<file path="src/rtl/pcd_pkg.sv">
// ---------------------------------------------------------------------------
// pcd_pkg
// Shared types, codes and widths of the prefix-code table decoder.
// ---------------------------------------------------------------------------
package pcd_pkg;

  // Default sizing, handed to the top-level parameters
  localparam int unsigned DEF_TABLE_ENTRIES = 256;
  localparam int unsigned DEF_MAX_CODE_LEN  = 32;

  // Fixed field widths
  localparam int unsigned SYM_W     = 8;
  localparam int unsigned CODE_W    = 32;
  localparam int unsigned ENT_LEN_W = 6;
  localparam int unsigned BYTE_W    = 8;
  localparam int unsigned SKIP_W    = 3;
  localparam int unsigned ENTRY_W   = SYM_W + CODE_W + ENT_LEN_W;

  // Configuration port
  localparam int unsigned APB_AW = 3;
  localparam int unsigned APB_DW = 32;
  localparam logic        REG_SKIP_BITS = 1'b0;  // register index (paddr[2])

  typedef enum logic [1:0] {
    ACT_CLEAR = 2'd0,
    ACT_LOAD  = 2'd1,
    ACT_DATA  = 2'd2
  } pcd_action_e;

  typedef enum logic [1:0] {
    ST_OK       = 2'd0,
    ST_OVERFLOW = 2'd1,
    ST_FULL     = 2'd2
  } pcd_status_e;

  // Controller to datapath
  typedef struct packed {
    logic clear_all;
    logic load_entry;
    logic set_full;
    logic start_byte;
    logic skip_bit;
    logic shift_bit;
    logic scan_start;
    logic scan_next;
    logic set_hit;
    logic set_ovf;
    logic emit;
    logic flush;
    logic next_bit;
  } pcd_cmd_t;

  // Datapath to controller
  typedef struct packed {
    logic skip_nz;
    logic bit_last;
    logic tbl_empty;
    logic tbl_full;
    logic hit;
    logic scan_last;
    logic len_full;
    logic pend_valid;
    logic out_free;
  } pcd_stat_t;

endpackage

</file>
<file path="src/rtl/pcd_ctrl.sv">
// ---------------------------------------------------------------------------
// pcd_ctrl
// Sequencer: walks each data byte bit by bit and scans the code table.
// ---------------------------------------------------------------------------
module pcd_ctrl import pcd_pkg::*; (
  input  logic        clk_i,
  input  logic        rst_ni,
  input  logic        in_valid_i,
  input  logic [1:0]  action_i,
  output logic        in_stall_o,
  output pcd_cmd_t    cmd_o,
  input  pcd_stat_t   stat_i
);

  typedef enum logic [5:0] {
    S_IDLE  = 6'b000001,
    S_BIT   = 6'b000010,
    S_CMP   = 6'b000100,
    S_MISS  = 6'b001000,
    S_EMIT  = 6'b010000,
    S_FLUSH = 6'b100000
  } state_e;

  state_e state_q, state_d;

  always_comb begin
    state_d    = state_q;
    cmd_o      = '0;
    in_stall_o = (state_q != S_IDLE);
    unique case (state_q)
      S_IDLE: begin
        if (in_valid_i) begin
          case (pcd_action_e'(action_i))
            ACT_CLEAR: cmd_o.clear_all = 1'b1;
            ACT_LOAD: begin
              if (stat_i.tbl_full) begin
                cmd_o.set_full = 1'b1;
                state_d        = S_FLUSH;
              end else begin
                cmd_o.load_entry = 1'b1;
              end
            end
            ACT_DATA: begin
              cmd_o.start_byte = 1'b1;
              state_d          = S_BIT;
            end
            default: ;
          endcase
        end
      end
      S_BIT: begin
        if (stat_i.skip_nz) begin
          cmd_o.skip_bit = 1'b1;
          if (stat_i.bit_last) begin
            state_d = S_FLUSH;
          end else begin
            cmd_o.next_bit = 1'b1;
          end
        end else begin
          cmd_o.shift_bit = 1'b1;
          if (stat_i.tbl_empty) begin
            state_d = S_MISS;
          end else begin
            cmd_o.scan_start = 1'b1;
            state_d          = S_CMP;
          end
        end
      end
      S_CMP: begin
        if (stat_i.hit) begin
          cmd_o.set_hit = 1'b1;
          state_d       = S_EMIT;
        end else if (!stat_i.scan_last) begin
          cmd_o.scan_next = 1'b1;
        end else begin
          state_d = S_MISS;
        end
      end
      S_MISS: begin
        if (stat_i.len_full) begin
          cmd_o.set_ovf = 1'b1;
          state_d       = S_EMIT;
        end else if (stat_i.bit_last) begin
          state_d = S_FLUSH;
        end else begin
          cmd_o.next_bit = 1'b1;
          state_d        = S_BIT;
        end
      end
      S_EMIT: begin
        if (!stat_i.pend_valid || stat_i.out_free) begin
          cmd_o.emit = 1'b1;
          if (stat_i.bit_last) begin
            state_d = S_FLUSH;
          end else begin
            cmd_o.next_bit = 1'b1;
            state_d        = S_BIT;
          end
        end
      end
      S_FLUSH: begin
        if (!stat_i.pend_valid) begin
          state_d = S_IDLE;
        end else if (stat_i.out_free) begin
          cmd_o.flush = 1'b1;
          state_d     = S_IDLE;
        end
      end
      default: state_d = S_IDLE;
    endcase
  end

  always_ff @(posedge clk_i or negedge rst_ni) begin
    if (!rst_ni) begin
      state_q <= S_IDLE;
    end else begin
      state_q <= state_d;
    end
  end

endmodule

</file>
<file path="config.mk">
export PLATFORM = sky130hd
export DESIGN_NAME = pcd_ctrl
export DESIGN_NICKNAME = d
export VERILOG_FILES = /design/src/rtl/pcd_pkg.sv /design/src/rtl/pcd_ctrl.sv
export SDC_FILE = /design/constraint.sdc
export NUM_CORES = 1
export LEC_CHECK = 0
export BUFFER_PORTS_ARGS = -buffer_cell sky130_fd_sc_hd__buf_2
export CORE_AREA = 2 2 39 41
export DETAILED_ROUTE_END_ITERATION = 6
export DIE_AREA = 0 0 41 43
export PLACE_DENSITY_LB_ADDON = 0.15
export SYNTH_ARGS = -nofsm -noshare
export SYNTH_HDL_FRONTEND = slang
export SYNTH_SLANG_ARGS = --single-unit
</file>
<file path="constraint.sdc">
create_clock -name clk_i -period 2.4 [get_ports clk_i]
set_input_delay 0.24 -clock clk_i [delete_from_list [all_inputs] [get_ports clk_i]]
set_output_delay 0.24 -clock clk_i [all_outputs]
set_load 0.02 [all_outputs]
</file>
==> reports/metrics.cfg <==
[global_route]
grt_pass1_wl_um=2290
grt_max_degree=9
antenna_found_initial=0
track_usage_pct=19.03
grt_pass1_vias=560
grt_overflow=0

[worst_setup_path]
critPathBufInv=2
cp.required_ns=2.16
path_max_fanout=7
crit_family=simple AND/OR/NAND/NOR gates
cp_data_arrival_time_ns=1.87
start_kind=flop
critical_path.cell_chain=nor4_4, and3b_2, nand2_1, inv_1, o21ai_1, a21oi_1, buf_2
end_kind=output port
critical_path_class=flop to output port
critPathMaxStageDelay_ns=0.47
cp_slowest_cell=dfrtp_1

[cts]
cts_tree=yes
root_buffer=clkbuf_4
cts_resized=0
clk_pin_slew_ns=0.05
cts.htree.levels=1
clock_sinks=6
cts_inserted_buffers=3
cts_buffer_depth=2
insertion_delay_ns=0.25

[placement]
io_buffers=27
placed_cells=114
dp_hpwl_um=1193
gp_congestion=0.7793
postPlaceCellArea_um2=740.7
place_ws_ns=0.5656

[sta]
setup_slack_ns=0.2924
setup_violations=0
min_period_ns=2.108
fin_skew_ns=0.004094
finalCritPeriodShare_pct=87.82
relSlewSlack_pct=69.80
fmaxAchievable_mhz=474.5
worstMarginPinSlew_ns=0.4488
hold_viol=0
hold_slack_ns=0.2502
rsz0062_at_grt=no
drv_slew=0
setup_tns_ns=0

[finish]
area_growth_pct=27.78
stdcell_area_um2=777.0
final-instance-count-excl-fill=119
mostFrequentLayoutCells=buf_2, nor2_1, inv_1
final_util_pct=56.15
diodes=0
largest_reg_flops=6
reg_top3=state_q: 6 flops
nNetsFinal=121
top_register=state_q
final_common_cell=buf_2
drive_above_1_share_pct=41.75

[outcome]
status=finished, final reports clean

[power_and_ir_drop]
peakVddDrop_mv=0.4520
p_per_area_nw_per_um2=764.0
leakage_nw=0.4601
total_power_mw=0.5937

[floorplanning]
ios=28
die_w_um=41
core_area_um2=1384
rows=14
dieArea_um2=1763
initial_core_util_pct=43.94
die-height_um=43

[drt]
wl_um=1437
drtIter0Drc=9
drt_pre_antenna_iters=4
drc=0
via_count=630
ant_nets=0
wl_per_cell_um=12.08
vias_per_cell=5.294

[synthesis]
ys_ff_latch=6
ys_top_cells_by_area=dfrtp_1, ha_1, nor2_1
yosysWarnings=0
yosysTopAreaCell=dfrtp_1
seq_area_frac_synth_pct=24.90
yosysTopAreaCellShare_pct=20.58
syn_area_um2=608.1
postSynthCellCount=73
synthDistinctLibCells=35
avgSynthCellArea_um2=8.330
synth_nets=90

[flow_run]
maxCapViolations=0

[min_path]
hp-class=primary input to flop

==> per-layer routing <==
| metal | global-route usage, % | vias up | wire [um] |
|---|---|---|---|
| met5 | 0 | - | 0 |
| met3 | 1.571 | 2 | 35 |
| met2 | 30.31 | 13 | 717 |
| met4 | 8.000 | 0 | 10 |
| li1 | - | 321 | - |
| met1 | 25.08 | 294 | 674 |
==> logic make-up (layout without fill, tap and decap cells) <==
group	Yosys count	count (layout)	share of synthesized area, %
AOI/OAI and AO/OA	14	14	15.64
adders and majority gates	3	3	6.173
DFF	6	6	24.90
and+or+nand+nor	38	38	41.77
buffers and inverters	10	40	8.642
xor gates and xnor gates	2	2	2.881
==> area by class of cell <==
type                    instances  area, um2
clock buffers                   4      26.28
well taps                      16      20.02
multi-input cells              57      404.1
inverters                       8      30.03
flip-flops and latches          6      151.4
fillers                       138      606.8
repair buffers                 28      145.1
==> worst register-to-register path: stages, from the launching register on <==
cell and delay, ns:
dfrtp_1 0.47, nor4_4 0.35, and3b_1 0.38, a2111o_1 0.19, nand3_2 0.11, o31ai_2 0.24
==> cell usage after synthesis <==
library cell and n:
nor2_1 8, and2_1 1, nor2b_1 1, ha_1 3
nor4_1 2, a21oi_1 5, nor3_2 1, nor4_2 1
or2_2 1, xor2_1 2, nor3_1 1, and3b_1 2
o31ai_2 1, nand3_1 4, o22ai_1 2, inv_1 7
and4_1 1, inv_2 1, o21ai_1 1, nand3_2 1
a2111o_1 1, dfrtp_1 5, o21bai_1 1, and3_1 1
nor4_4 1, nand3b_1 3, a211o_1 1, nand2_1 4
and3_2 2, and2b_2 1, buf_6 2, o21ai_0 1
dfstp_2 1, and3b_2 2, o211ai_1 1
==> power breakdown <==
part           total (mW)  internal (mW)  switching [mW]
Sequential          0.169          0.129          0.0403
Clock               0.104         0.0633          0.0406
Combinational       0.321          0.141           0.179
==> path summary, 6_finish.rpt <==
check,startpoint,endpoint,depth (start not counted),slack [ns]
worst max-delay path,state_q[5]$_DFFE_PN0P_,cmd_o[0],7,0.29
worst min-delay path,stat_i[7],state_q[1]$_DFFE_PN0P_,2,0.25
worst max register to register,state_q[5]$_DFFE_PN0P_,state_q[5]$_DFFE_PN0P_,5,0.58
worst min register to register,state_q[1]$_DFFE_PN0P_,state_q[5]$_DFFE_PN0P_,3,0.75
max in group asynchronous,rst_ni,state_q[0]$_DFFE_PN1P_,2,1.84
min in group asynchronous,rst_ni,state_q[5]$_DFFE_PN0P_,2,0.34
==> what timing repair did <==
| item | 4_1_cts | 5_1_grt |
|---|---|---|
| hold endpoints to repair | 5 | 0 |
| hold buffers | 1 | 0 |
| setup buffers | 0 | 0 |
Power figures use the tool's default switching activity.
